File: src/rtl/core/dflm_pkg.sv
// Shared types and codes for the descriptor free list manager.
package dflm_pkg;

  localparam logic [2:0] OP_INIT  = 3'd0;
  localparam logic [2:0] OP_ALLOC = 3'd1;
  localparam logic [2:0] OP_FREE  = 3'd2;
  localparam logic [2:0] OP_LINK  = 3'd3;
  localparam logic [2:0] OP_CHAIN = 3'd4;

  localparam logic [1:0] STAT_OK    = 2'd0;
  localparam logic [1:0] STAT_FULL  = 2'd1;
  localparam logic [1:0] STAT_RANGE = 2'd2;
  localparam logic [1:0] STAT_LONG  = 2'd3;

  localparam logic [8:0] QS_RESET = 9'd256;

  typedef struct packed {
    logic [2:0] opcode;
    logic [7:0] index;
    logic [7:0] next_index;
    logic       link_has_next;
  } in_t;

  typedef struct packed {
    logic [1:0] status;
    logic [7:0] alloc_index;
    logic [8:0] free_count;
    logic [8:0] freed_count;
  } out_t;

endpackage

File: src/rtl/core/dflm_desc_mem.sv
// Descriptor table: one write port, one registered read port.
module dflm_desc_mem #(
  parameter int DEPTH = 256,
  parameter int AW    = 8,
  parameter int DW    = 9
) (
  input  logic          clk,
  input  logic          wr_en,
  input  logic [AW-1:0] wr_addr,
  input  logic [DW-1:0] wr_data,
  input  logic          rd_en,
  input  logic [AW-1:0] rd_addr,
  output logic [DW-1:0] rd_data
);

  logic [DW-1:0] mem [DEPTH];
  logic [DW-1:0] rd_data_r;

  always_ff @(posedge clk) begin
    if (wr_en) begin
      mem[wr_addr] <= wr_data;
    end
  end

  always_ff @(posedge clk) begin
    if (rd_en) begin
      rd_data_r <= mem[rd_addr];
    end
  end

  assign rd_data = rd_data_r;

endmodule

File: src/rtl/core/dflm_seq.sv
// Sequencer and list state: head, free count, table sweeps and chain walk.
module dflm_seq
  import dflm_pkg::*;
#(
  parameter int MAX_DESCRIPTORS = 256,
  parameter int AW              = 8
) (
  input  logic          clk,
  input  logic          rst_n,
  input  logic [8:0]    n_eff,
  input  logic          in_valid,
  output logic          in_ready,
  input  in_t           in_data,
  output logic          resp_valid,
  input  logic          resp_ready,
  output out_t          resp_data,
  output logic          mem_wr_en,
  output logic [AW-1:0] mem_wr_addr,
  output logic [AW:0]   mem_wr_data,
  output logic          mem_rd_en,
  output logic [AW-1:0] mem_rd_addr,
  input  logic [AW:0]   mem_rd_data
);

  localparam logic [3:0] S_CLEAR = 4'd0;
  localparam logic [3:0] S_IDLE  = 4'd1;
  localparam logic [3:0] S_DISP  = 4'd2;
  localparam logic [3:0] S_SWEEP = 4'd3;
  localparam logic [3:0] S_ALLOC = 4'd4;
  localparam logic [3:0] S_CH_RD = 4'd5;
  localparam logic [3:0] S_CH_WB = 4'd6;
  localparam logic [3:0] S_RESP  = 4'd7;

  localparam logic [10:0] MAX_W      = 11'(MAX_DESCRIPTORS);
  localparam logic [AW:0] MAX_C      = (AW+1)'(MAX_DESCRIPTORS);
  localparam logic [8:0]  TOTAL_RST  = (11'(QS_RESET) > MAX_W) ?
                                       9'(MAX_DESCRIPTORS) : QS_RESET;

  logic [3:0]    state_r, state_nxt;
  in_t           req_r, req_nxt;
  logic [AW-1:0] head_r, head_nxt;
  logic [8:0]    total_r, total_nxt;
  logic [8:0]    freed_r, freed_nxt;
  logic [AW:0]   cnt_r, cnt_nxt;
  logic [AW-1:0] cur_r, cur_nxt;
  logic [1:0]    status_r, status_nxt;
  logic [7:0]    alloc_r, alloc_nxt;

  logic [AW:0]   cnt_inc;
  logic [7:0]    clr_low;
  logic [AW-1:0] clr_link;
  logic [AW-1:0] init_link;
  logic          idx_oor;
  logic          nxt_oor;
  logic          total_ge_n;
  logic          rd_flag;
  logic [AW-1:0] rd_link;
  logic          succ_oor;

  assign cnt_inc    = cnt_r + 1'b1;
  // power-on layout: entry i links to (i+1) mod 256 when that is inside the table
  assign clr_low    = 8'(cnt_inc);
  assign clr_link   = (11'(clr_low) < MAX_W) ? AW'(clr_low) : '0;
  assign init_link  = (11'(cnt_inc) < 11'(n_eff)) ? AW'(cnt_inc) : '0;
  assign idx_oor    = ({1'b0, req_r.index} >= n_eff);
  assign nxt_oor    = ({1'b0, req_r.next_index} >= n_eff);
  assign total_ge_n = (total_r >= n_eff);
  assign rd_flag    = mem_rd_data[AW];
  assign rd_link    = mem_rd_data[AW-1:0];
  assign succ_oor   = (11'(rd_link) >= 11'(n_eff));

  assign in_ready   = (state_r == S_IDLE);
  assign resp_valid = (state_r == S_RESP);
  assign resp_data  = '{status: status_r, alloc_index: alloc_r,
                        free_count: total_r, freed_count: freed_r};

  always_comb begin
    state_nxt   = state_r;
    req_nxt     = req_r;
    head_nxt    = head_r;
    total_nxt   = total_r;
    freed_nxt   = freed_r;
    cnt_nxt     = cnt_r;
    cur_nxt     = cur_r;
    status_nxt  = status_r;
    alloc_nxt   = alloc_r;
    mem_wr_en   = 1'b0;
    mem_wr_addr = cnt_r[AW-1:0];
    mem_wr_data = '0;
    mem_rd_en   = 1'b0;
    mem_rd_addr = head_r;
    case (state_r)
      S_CLEAR: begin
        mem_wr_en   = 1'b1;
        mem_wr_data = {1'b0, clr_link};
        cnt_nxt     = cnt_inc;
        if (cnt_inc == MAX_C) begin
          state_nxt = S_IDLE;
        end
      end
      S_IDLE: begin
        if (in_valid) begin
          req_nxt   = in_data;
          state_nxt = S_DISP;
        end
      end
      S_DISP: begin
        freed_nxt  = '0;
        alloc_nxt  = '0;
        status_nxt = STAT_OK;
        state_nxt  = S_RESP;
        case (req_r.opcode)
          OP_INIT: begin
            cnt_nxt   = '0;
            state_nxt = S_SWEEP;
          end
          OP_ALLOC: begin
            if (total_r == '0) begin
              status_nxt = STAT_FULL;
            end else begin
              mem_rd_en   = 1'b1;
              mem_rd_addr = head_r;
              state_nxt   = S_ALLOC;
            end
          end
          OP_FREE: begin
            if (idx_oor) begin
              status_nxt = STAT_RANGE;
            end else if (total_ge_n) begin
              status_nxt = STAT_FULL;
            end else begin
              mem_wr_en   = 1'b1;
              mem_wr_addr = AW'(req_r.index);
              mem_wr_data = {1'b0, head_r};
              head_nxt    = AW'(req_r.index);
              total_nxt   = total_r + 1'b1;
              freed_nxt   = 9'd1;
            end
          end
          OP_LINK: begin
            if (idx_oor || nxt_oor) begin
              status_nxt = STAT_RANGE;
            end else begin
              mem_wr_en   = 1'b1;
              mem_wr_addr = AW'(req_r.index);
              mem_wr_data = {req_r.link_has_next, AW'(req_r.next_index)};
            end
          end
          OP_CHAIN: begin
            if (idx_oor) begin
              status_nxt = STAT_RANGE;
            end else begin
              cur_nxt   = AW'(req_r.index);
              state_nxt = S_CH_RD;
            end
          end
          default: begin
            status_nxt = STAT_OK;
          end
        endcase
      end
      S_SWEEP: begin
        mem_wr_en   = 1'b1;
        mem_wr_data = {1'b0, init_link};
        cnt_nxt     = cnt_inc;
        if (11'(cnt_inc) == 11'(n_eff)) begin
          head_nxt  = '0;
          total_nxt = n_eff;
          state_nxt = S_RESP;
        end
      end
      S_ALLOC: begin
        head_nxt  = rd_link;
        total_nxt = total_r - 1'b1;
        alloc_nxt = 8'(head_r);
        state_nxt = S_RESP;
      end
      S_CH_RD: begin
        if (freed_r >= n_eff) begin
          status_nxt = STAT_LONG;
          state_nxt  = S_RESP;
        end else if (total_ge_n) begin
          status_nxt = STAT_FULL;
          state_nxt  = S_RESP;
        end else begin
          mem_rd_en   = 1'b1;
          mem_rd_addr = cur_r;
          state_nxt   = S_CH_WB;
        end
      end
      S_CH_WB: begin
        // push cur, then follow its successor while has-next is set and the successor is in range
        mem_wr_en   = 1'b1;
        mem_wr_addr = cur_r;
        mem_wr_data = {1'b0, head_r};
        head_nxt    = cur_r;
        total_nxt   = total_r + 1'b1;
        freed_nxt   = freed_r + 1'b1;
        if (!rd_flag) begin
          state_nxt = S_RESP;
        end else if (succ_oor) begin
          status_nxt = STAT_RANGE;
          state_nxt  = S_RESP;
        end else begin
          cur_nxt   = rd_link;
          state_nxt = S_CH_RD;
        end
      end
      S_RESP: begin
        if (resp_ready) begin
          state_nxt = S_IDLE;
        end
      end
      default: begin
        state_nxt = S_IDLE;
      end
    endcase
  end

  always_ff @(posedge clk) begin
    if (!rst_n) begin
      state_r <= S_CLEAR;
      cnt_r   <= '0;
      head_r  <= '0;
      total_r <= TOTAL_RST;
      freed_r <= '0;
    end else begin
      state_r <= state_nxt;
      cnt_r   <= cnt_nxt;
      head_r  <= head_nxt;
      total_r <= total_nxt;
      freed_r <= freed_nxt;
    end
  end

  always_ff @(posedge clk) begin
    req_r    <= req_nxt;
    cur_r    <= cur_nxt;
    status_r <= status_nxt;
    alloc_r  <= alloc_nxt;
  end

  a_busy_after_accept: assert property (@(posedge clk) disable iff (!rst_n)
    (in_valid && in_ready) |=> !in_ready)
    else $error("sequencer ready right after taking a transaction");

  a_walk_push: assert property (@(posedge clk) disable iff (!rst_n)
    (state_r == S_CH_WB) |=> (freed_r == $past(freed_r) + 9'd1) &&
                             (total_r == $past(total_r) + 9'd1))
    else $error("chain walk step did not push one descriptor");

  a_alloc_pop: assert property (@(posedge clk) disable iff (!rst_n)
    (state_r == S_ALLOC) |=> (total_r == $past(total_r) - 9'd1) &&
                             (head_r == $past(rd_link)))
    else $error("alloc did not pop the head");

  a_no_resp_in_clear: assert property (@(posedge clk) disable iff (!rst_n)
    (state_r == S_CLEAR) |-> (!resp_valid && !in_ready))
    else $error("activity during table clear");

endmodule

File: src/rtl/core/descriptor_free_list_manager.sv
// Descriptor free list manager: one transaction in, one result out. Free, link, unused
// opcodes and anything rejected at dispatch (including alloc on an empty list) finish in
// the dispatch state, a successful alloc reads the head entry and then pops it, init
// sweeps the table up to the effective queue size, and free chain reads and pushes each
// descriptor in turn, stopping early on a full list or an over-long chain; each table
// access goes through the descriptor table, with one write and one registered read port.
// After reset the table is laid out by a clearing pass over all MAX_DESCRIPTORS entries
// during which no transaction is accepted (queue_size writes are taken throughout). The
// result register lets the next transaction start while a result waits to be taken.
module descriptor_free_list_manager
  import dflm_pkg::*;
#(
  parameter int MAX_DESCRIPTORS = 256
) (
  input  logic       clk,
  input  logic       rst_n,
  input  logic       in_valid,
  output logic       in_stall,
  input  in_t        in_data,
  output logic       out_valid,
  input  logic       out_stall,
  output out_t       out_data,
  input  logic       cfg_we,
  input  logic [8:0] cfg_wdata
);

  localparam int AW = $clog2(MAX_DESCRIPTORS);
  localparam logic [10:0] MAX_W = 11'(MAX_DESCRIPTORS);

  logic [8:0]    queue_size_r;
  logic [8:0]    n_eff;
  logic          seq_ready;
  logic          resp_valid;
  logic          resp_ready;
  out_t          resp_data;
  logic          out_valid_r;
  out_t          out_data_r;
  logic          mem_wr_en;
  logic [AW-1:0] mem_wr_addr;
  logic [AW:0]   mem_wr_data;
  logic          mem_rd_en;
  logic [AW-1:0] mem_rd_addr;
  logic [AW:0]   mem_rd_data;

  always_ff @(posedge clk) begin
    if (!rst_n) begin
      queue_size_r <= QS_RESET;
    end else if (cfg_we) begin
      queue_size_r <= cfg_wdata;
    end
  end

  // zero acts as one, anything past the table as the table size
  always_comb begin
    if (queue_size_r == '0) begin
      n_eff = 9'd1;
    end else if (11'(queue_size_r) > MAX_W) begin
      n_eff = 9'(MAX_DESCRIPTORS);
    end else begin
      n_eff = queue_size_r;
    end
  end

  dflm_seq #(
    .MAX_DESCRIPTORS(MAX_DESCRIPTORS),
    .AW(AW)
  ) u_seq (
    .clk(clk),
    .rst_n(rst_n),
    .n_eff(n_eff),
    .in_valid(in_valid),
    .in_ready(seq_ready),
    .in_data(in_data),
    .resp_valid(resp_valid),
    .resp_ready(resp_ready),
    .resp_data(resp_data),
    .mem_wr_en(mem_wr_en),
    .mem_wr_addr(mem_wr_addr),
    .mem_wr_data(mem_wr_data),
    .mem_rd_en(mem_rd_en),
    .mem_rd_addr(mem_rd_addr),
    .mem_rd_data(mem_rd_data)
  );

  dflm_desc_mem #(
    .DEPTH(MAX_DESCRIPTORS),
    .AW(AW),
    .DW(AW + 1)
  ) u_mem (
    .clk(clk),
    .wr_en(mem_wr_en),
    .wr_addr(mem_wr_addr),
    .wr_data(mem_wr_data),
    .rd_en(mem_rd_en),
    .rd_addr(mem_rd_addr),
    .rd_data(mem_rd_data)
  );

  assign in_stall   = !seq_ready;
  assign resp_ready = !out_valid_r || !out_stall;

  always_ff @(posedge clk) begin
    if (!rst_n) begin
      out_valid_r <= 1'b0;
    end else if (resp_valid && resp_ready) begin
      out_valid_r <= 1'b1;
    end else if (!out_stall) begin
      out_valid_r <= 1'b0;
    end
  end

  always_ff @(posedge clk) begin
    if (resp_valid && resp_ready) begin
      out_data_r <= resp_data;
    end
  end

  assign out_valid = out_valid_r;
  assign out_data  = out_data_r;

endmodule
File: config.mk
export PLATFORM = sky130hd
export DESIGN_NAME = descriptor_free_list_manager
export DESIGN_NICKNAME = d
export VERILOG_FILES = /design/src/rtl/core/dflm_pkg.sv /design/src/rtl/core/dflm_desc_mem.sv /design/src/rtl/core/dflm_seq.sv /design/src/rtl/core/descriptor_free_list_manager.sv
export SDC_FILE = /design/constraint.sdc
export NUM_CORES = 2
export LEC_CHECK = 0
export ABC_AREA = 1
export BUFFER_PORTS_ARGS = -buffer_cell sky130_fd_sc_hd__buf_2
export CORE_UTILIZATION = 64
export CTS_CLUSTER_SIZE = 10
export DETAILED_ROUTE_END_ITERATION = 8
export PLACE_DENSITY_LB_ADDON = 0.05
export SYNTH_ARGS = -nofsm -noshare
export SYNTH_HDL_FRONTEND = slang
export SYNTH_SLANG_ARGS = --single-unit
File: constraint.sdc
create_clock -name clk -period 19.6 [get_ports clk]
set_input_delay 3.92 -clock clk [delete_from_list [all_inputs] [get_ports clk]]
set_output_delay 3.92 -clock clk [all_outputs]
set_load 0.03 [all_outputs]
; After elaboration in Yosys (flattened, before gate mapping)
; Memory sizes are Yosys's and may differ from the RTL's. A register that Yosys moved wholly into a read port is not among the register bits.
; Cells that the tools add are included.
[word_totals]
memories = 1
out_inout_bits = 30
ramBits = 2304
input_bits = 34
reg_bits = 115
latchBits = 0
rom_bits = 0
[memory_table]
columns = memory, words, word_bits, rd, rd_ports_with_merged_regs, wr, line
row1 = u_mem.mem, 256, 9, 1, 1, 1, dflm_desc_mem.sv:16  ; logic [DW-1:0] mem [DEPTH];
[op_classes]
n_lt_le_gt_ge = 7
mux = 74
mul = 0
n_eq_ne = 27
n_reduce_logical = 23
div_mod_pow = 0
shift = 0
n_bitwise = 0
add_sub_neg = 4
[ops]
columns = cell, n
row1 = 8-bit two-way mux, 16
row2 = 9-bit two-way mux, 11
row3 = 9-bit one-hot mux with 4 select lines, 2
row4 = 8-bit one-hot mux with 2 select lines, 4
row5 = 9-bit one-hot mux with 2 select lines, 3
row6 = 4-bit one-hot mux with 8 select lines, 1
row7 = 8-bit one-hot mux with 4 select lines, 1
row8 = 9-bit by 1-bit adder with 9-bit output (second input constant), 3
row9 = 8-bit by 9-bit >= comparator with 1-bit output, 3
row10 = 4-bit two-way mux, 6
row11 = 2-bit two-way mux, 10
row12 = 9-bit >= comparator, 2
row13 = 9-bit logical NOT, 2
row14 = 4-bit by 3-bit equality test with 1-bit output (second input constant), 4
row15 = 1-bit two-way mux, 14
row16 = 2-bit by 1-bit != test with 1-bit output (second input constant), 7
row17 = 2-bit != test (second input constant), 6
row18 = 4-bit one-hot mux with 3 select lines, 1
row19 = 5-bit AND reduction, 2
row20 = 9-bit equality test, 1
row21 = 9-bit equality test (second input constant), 1
row22 = 9-bit > comparator (second input constant), 1
row23 = 9-bit < comparator, 1
row24 = 9-bit by 1-bit subtractor with 9-bit output (second input constant), 1
row25 = 21 further kinds, 32

; Longest topological paths before layout
[depth]
word_depth = 10
mapped_depth = 29
mapped_depth_nobuf = 26

; By module
; A second synthesis with hierarchy kept.
[hier_totals]
cells_unflattened = 8786
area_unflattened_um2 = 100878.0
[by_module_without_submodules]
columns = mod, area_per_inst_um2, cells_per_inst, n_inst
row1 = dflm_desc_mem, 93609.8, 7826, 1
row2 = dflm_seq, 5988.2, 868, 1
row3 = descriptor_free_list_manager, 1280.0, 92, 1

; Worst setup path before layout
; Ideal clock, no wire load.
[synth_timing]
path_kind = flip-flop to flip-flop
start = reg queue_size_r[2]
end = mem u_mem.mem[0][0] (data pin)
arrival_ns = 12.241
path_slack_ns = 5.172
setup_ns = 2.187
required_ns = 17.413
path_stages_with_launch = 19
synth_period_minus_slack_ns = 14.428
path_cell_list = dfxtp_1 > nor4_1 > nand2_1 > nor3_1 > nor2_1 > inv_1 > nand2_1 > ha_1 > nand2_1 > nor2_1 > a211oi_1 > o21ai_0 > nand2_1 > a21oi_1 > a211oi_1 > nand2_1 > nand2_1 > inv_1 > o21ai_0
[synth_via]
elab_chain_cells = 8
elab_cells_between_ends = 15
[synth_rtl]
columns = element, line
row1 = from (decl), descriptor_free_list_manager.sv:30  ; logic [8:0] queue_size_r;
row2 = from (signal assigned), descriptor_free_list_manager.sv:49  ; queue_size_r <= cfg_wdata;
row3 = 9-bit > comparator, descriptor_free_list_manager.sv:57  ; end else if (11'(queue_size_r) > MAX_W) begin
row4 = 9-bit two-way mux, descriptor_free_list_manager.sv:57
row5 = 9-bit two-way mux *, descriptor_free_list_manager.sv:55  ; if (queue_size_r == '0) begin
row6 = "9-bit >= comparator, or another cell as far along", dflm_seq.sv:67  ; assign total_ge_n = (total_r >= n_eff);
row7 = 8-bit two-way mux / 1-bit logical OR (equally long branches), "dflm_seq.sv:129, dflm_seq.sv:141"
row8 = 9-bit two-way mux (on tied branches), "dflm_seq.sv:127, dflm_seq.sv:141"
row9 = 9-bit one-hot mux with 2 select lines, dflm_seq.sv:112  ; case (req_r.opcode)
row10 = 9-bit one-hot mux with 4 select lines *, dflm_seq.sv:92  ; case (state_r)
row11 = named net mem_wr_data[0], descriptor_free_list_manager.sv:40  ; logic [AW:0] mem_wr_data;
row12 = to (decl), dflm_desc_mem.sv:16
; Mark *: on every way through the listed nets, which the timed path passes. The rest lies on a longest branch.

; Final worst setup path
[layout_timing]
start = reg queue_size_r[2]
end = reg u_mem.rd_data_r[4], in the netlist u_mem.rd_data[4] (read register of u_mem.mem) (data pin)
[layout_via]
elab_chain_cells = 7
elab_cells_between_ends = 12
[layout_rtl]
columns = element, line
row1 = 9-bit > comparator, descriptor_free_list_manager.sv:57
row2 = 9-bit two-way mux, descriptor_free_list_manager.sv:57
row3 = 9-bit two-way mux *, descriptor_free_list_manager.sv:55
row4 = 9-bit >= comparator, dflm_seq.sv:67
row5 = 1-bit two-way mux / 8-bit two-way mux (equally long branches), dflm_seq.sv:182  ; end else if (total_ge_n) begin
row6 = 1-bit two-way mux / 8-bit two-way mux (equally long branches), dflm_seq.sv:179  ; if (freed_r >= n_eff) begin
row7 = 1-bit one-hot mux with 2 select lines / 8-bit two-way mux (equally long branches), --
row8 = to (decl), dflm_desc_mem.sv:17  ; logic [DW-1:0] rd_data_r;
; Mark *: on every way between the ends. The rest lies on a longest branch, timed or not.
; A chain may end at the register's enable or synchronous reset.

==> qor.yml <==
hold_buffers: 0
layout_common_cells: "3,178 x nand2_1, 2,379 x edfxtp_1, 1,762 x nand3_1, 1,426 x inv_1, 351 x nor2_1"
status: "complete, but fails checks"
finalSetupTns_ns: 0
dp_slack_ns: 11.09
die_h_um: 410
fin_crit_sh_pct: 44.9
postCtsSetupBuffers: 0
yosys_warnings: 0
p_int_mw: 10.1
dp_hpwl_um: 167000
reg2reg_depth: 27
swShare_pct: 37.5
pwr-share-comb_pct: 32.6
place_inst: 12077
maxUsedRoutingLayer: "met5"
drtIter0Drc: 9839
area_growth_pct: 8.56
synth-main-ff-cell: "edfxtp_1"
postSynthCellCount: 10265
synthArstFlopShare_pct: 0
antenna_found_initial: 12
worstHoldPathCells: 0
critical_path.endpoint_type: "flip-flop"
violations: "design-rule violations"
dr_total_vias: 73916
fmax_mhz: 114
die_x_um: 410
die_area_mm2: 0.168
wl_um: 293000
ys_seq_area_share_pct: 68.0
drt-wirelength-per-cell_um: 23.6
critPathLaunchType: "flip-flop"
final_cells: 12423
peakVddDrop_uv: 101
path_buf_inv: 6
synth_nets: 10361
switching_power_mw: 6.03
firstDrtPassIters: 9
relSlewSlack_pct: 7.28
cp_common_cell: "nand3_1"
avgSynthCellArea_um2: 10.4
fin_nets: 10281
r2r-end: "u_mem.rd_data[4]"
crit_type: "reg -> reg"
clk_latency_ns: 0.93
drv_cap: 0
wl_met2_um: 133000
row_count: 149
clock-sinks: 2427
tightest_slew_ns: 1.39
grt_max_degree: 178
ant_nets: 0
grt_pass1_wl_um: 437000
p_seq_share_pct: 38.4
htreeDepth: 5
ys_seq_elements: 2427
initial_core_util_pct: 64.5
fin_ws_ns: 10.80
path_clk_slew_ns: 0.06
cp_max_fo: 103
leakage_nw: 47.1
power_mw: 16.1
vias_per_cell: 5.95
min_path_type: "reg -> reg"
min_from: "u_seq.alloc_r[6]"
crit_required_ns: 20.25
gp_congestion: 0.922
cts_tree: "built"
finalHoldViolCount: 0
clockBufferDepth: 4
rrSetupSlack_ns: 10.80
final_common_cell: "nand2_1"
synth_edf_count: 2379
cts_resized: 0
grt_use_total_pct: 34.8
clkPwrFrac_pct: 28.9
synth_cell_types: 55
crit_slowest_cell: "buf_4"
grt_setup_unrepaired: "false"
portBuffers: 63
setup_viol_count_final: 0
drc: 16
worstPathArrival_ns: 9.45
cpLargestDelayFamily: "buffers and inverters"
cts_buffers: 295
hold_end: "out_data[24]"
root_buffer: "clkbuf_16"
syn_area_mm2: 0.106
slew_viol_final: 0
fin_crit_ns: 8.80
dr_wl_met3_um: 32800
power_density_mw_per_mm2: 139
core_area_mm2: 0.165
grt_overflow: 0
fin_skew_ns: 0.0488
worst_path_largest_cell_delay_ns: 0.98
r2r-start: "queue_size_r[2]"
wl_met1_um: 115000
drive_gt1_share_pct: 5.72
io_pins: 64
grt_pass1_vias: 69763
-- flip-flops by register name (all words and copies together) (netlist names), 9 cells and up --
signal,cells
u_mem.mem,2304
out_data,28
u_seq.req_r,20
queue_size_r,9
u_mem.rd_data,9
u_seq.cnt_r,9
u_seq.freed_r,9
u_seq.total_r,9
-- power groups by stage --
stage                     registers, mW  clock network (mW)  logic (mW)
after global routing               6.19                4.86        5.62
after floorplan                    6.46                   0        3.29
after global placement             6.29                   0        5.04
after CTS                          6.19                4.68        5.13
after detailed placement           6.29                   0        5.10
final                              6.19                4.66        5.26
-- per-stage QoR --
| stage | area (um^2) | hold WS [ns] | utilization (%) |
|---|---|---|---|
| after detailed placement | 108000 | 0.412 | 65.4 |
| after CTS | 116000 | 0.430 | 70.1 |
| after global routing | 116000 | 0.437 | 70.1 |
| after floorplan | 106000 | 0.400 | - |
| after global placement | 108000 | 0.414 | 65.4 |
| final | 116000 | 0.423 | 70.1 |
-- worst max-delay path by stage --
stage / cells after the start / endpoint / slack (ns) / startpoint
after floorplan: 18 / u_mem.mem[0][0] / 5.17 / queue_size_r[2]
after global placement: 27 / u_mem.rd_data[4] / 11.21 / queue_size_r[2]
after detailed placement: 27 / u_mem.rd_data[4] / 11.09 / queue_size_r[2]
after CTS: 27 / u_mem.rd_data[4] / 11.06 / queue_size_r[2]
after global routing: 27 / u_mem.rd_data[6] / 10.34 / queue_size_r[2]
final: 27 / u_mem.rd_data[4] / 10.80 / queue_size_r[2]
-- metal layers --
layer / track usage [%] / up-vias
li1: - / 33657
met1: 49.1 / 35335
met2: 52.7 / 4194
met3: 7.67 / 718
met4: 15.0 / 12
met5: 0 / -
-- worst register-to-register path: cells and delay by family (launching register included) --
| family | cells | cell delay, ns |
|---|---|---|
| flip-flops | 1 | 0.32 |
| AND/OR/NAND/NOR | 18 | 3.46 |
| adder cells (fa/ha/maj) | 1 | 0.39 |
| buffers and inverters | 6 | 4.06 |
| AO/OA/AOI/OAI | 2 | 0.36 |
-- cell usage after synthesis, types with 4 or more instances --
cell         n  share of area (%)
o21ai_1     38               0.18
clkbuf_1   116               0.41
ha_1        61               0.72
buf_2      321                1.5
a21oi_1     63               0.30
nand2_1   3186                 11
nor4_1       4              0.023
o21ai_0    175               0.82
inv_2       17              0.060
nand3_1   1762                8.3
edfxtp_1  2379                 67
dfxtp_1     48               0.90
buf_4       75               0.53
inv_1     1426                5.0
nor3_1      13              0.061
nor2_4       6              0.063
nand2_4      5              0.053
clkinv_1     6              0.021
buf_1       36               0.13
nand3_2      9              0.085
nor2_2       5              0.029
a22oi_1      7              0.049
nor2_1     354                1.2
a21oi_2      5              0.041
o21ai_2     10              0.082
xor2_1       8              0.066
o211ai_1    67               0.47
a211oi_1    12              0.085
buf_6        5              0.053
nand2_2      9              0.053
-- cell families (layout without fill, tap and decap cells) --
| logic type | count (synthesis) | after routing | synth area share (%) |
|---|---|---|---|
| adder cells (fa/ha/maj) | 62 | 62 | 0.735 |
| other | 0 | 5 | 0 |
| buffers and inverters | 2003 | 1967 | 7.74 |
| AO/OA/AOI/OAI | 399 | 399 | 2.22 |
| XOR/XNOR | 9 | 9 | 0.0740 |
| AND/OR/NAND/NOR | 5365 | 5365 | 21.3 |
| flip-flops | 2427 | 2427 | 68.0 |
-- cell type report --
class	instances	area (um^2)
inverter	1450	5460
fill	12006	49400
antenna	5	12.5
multi-input combinational	5835	26000
sequential	2427	72400
timing repair buffer	176	1200
clock buffer	332	7700
tap	2189	2740
clock inverter	9	55.1
(Power assumes the default switching activity.)
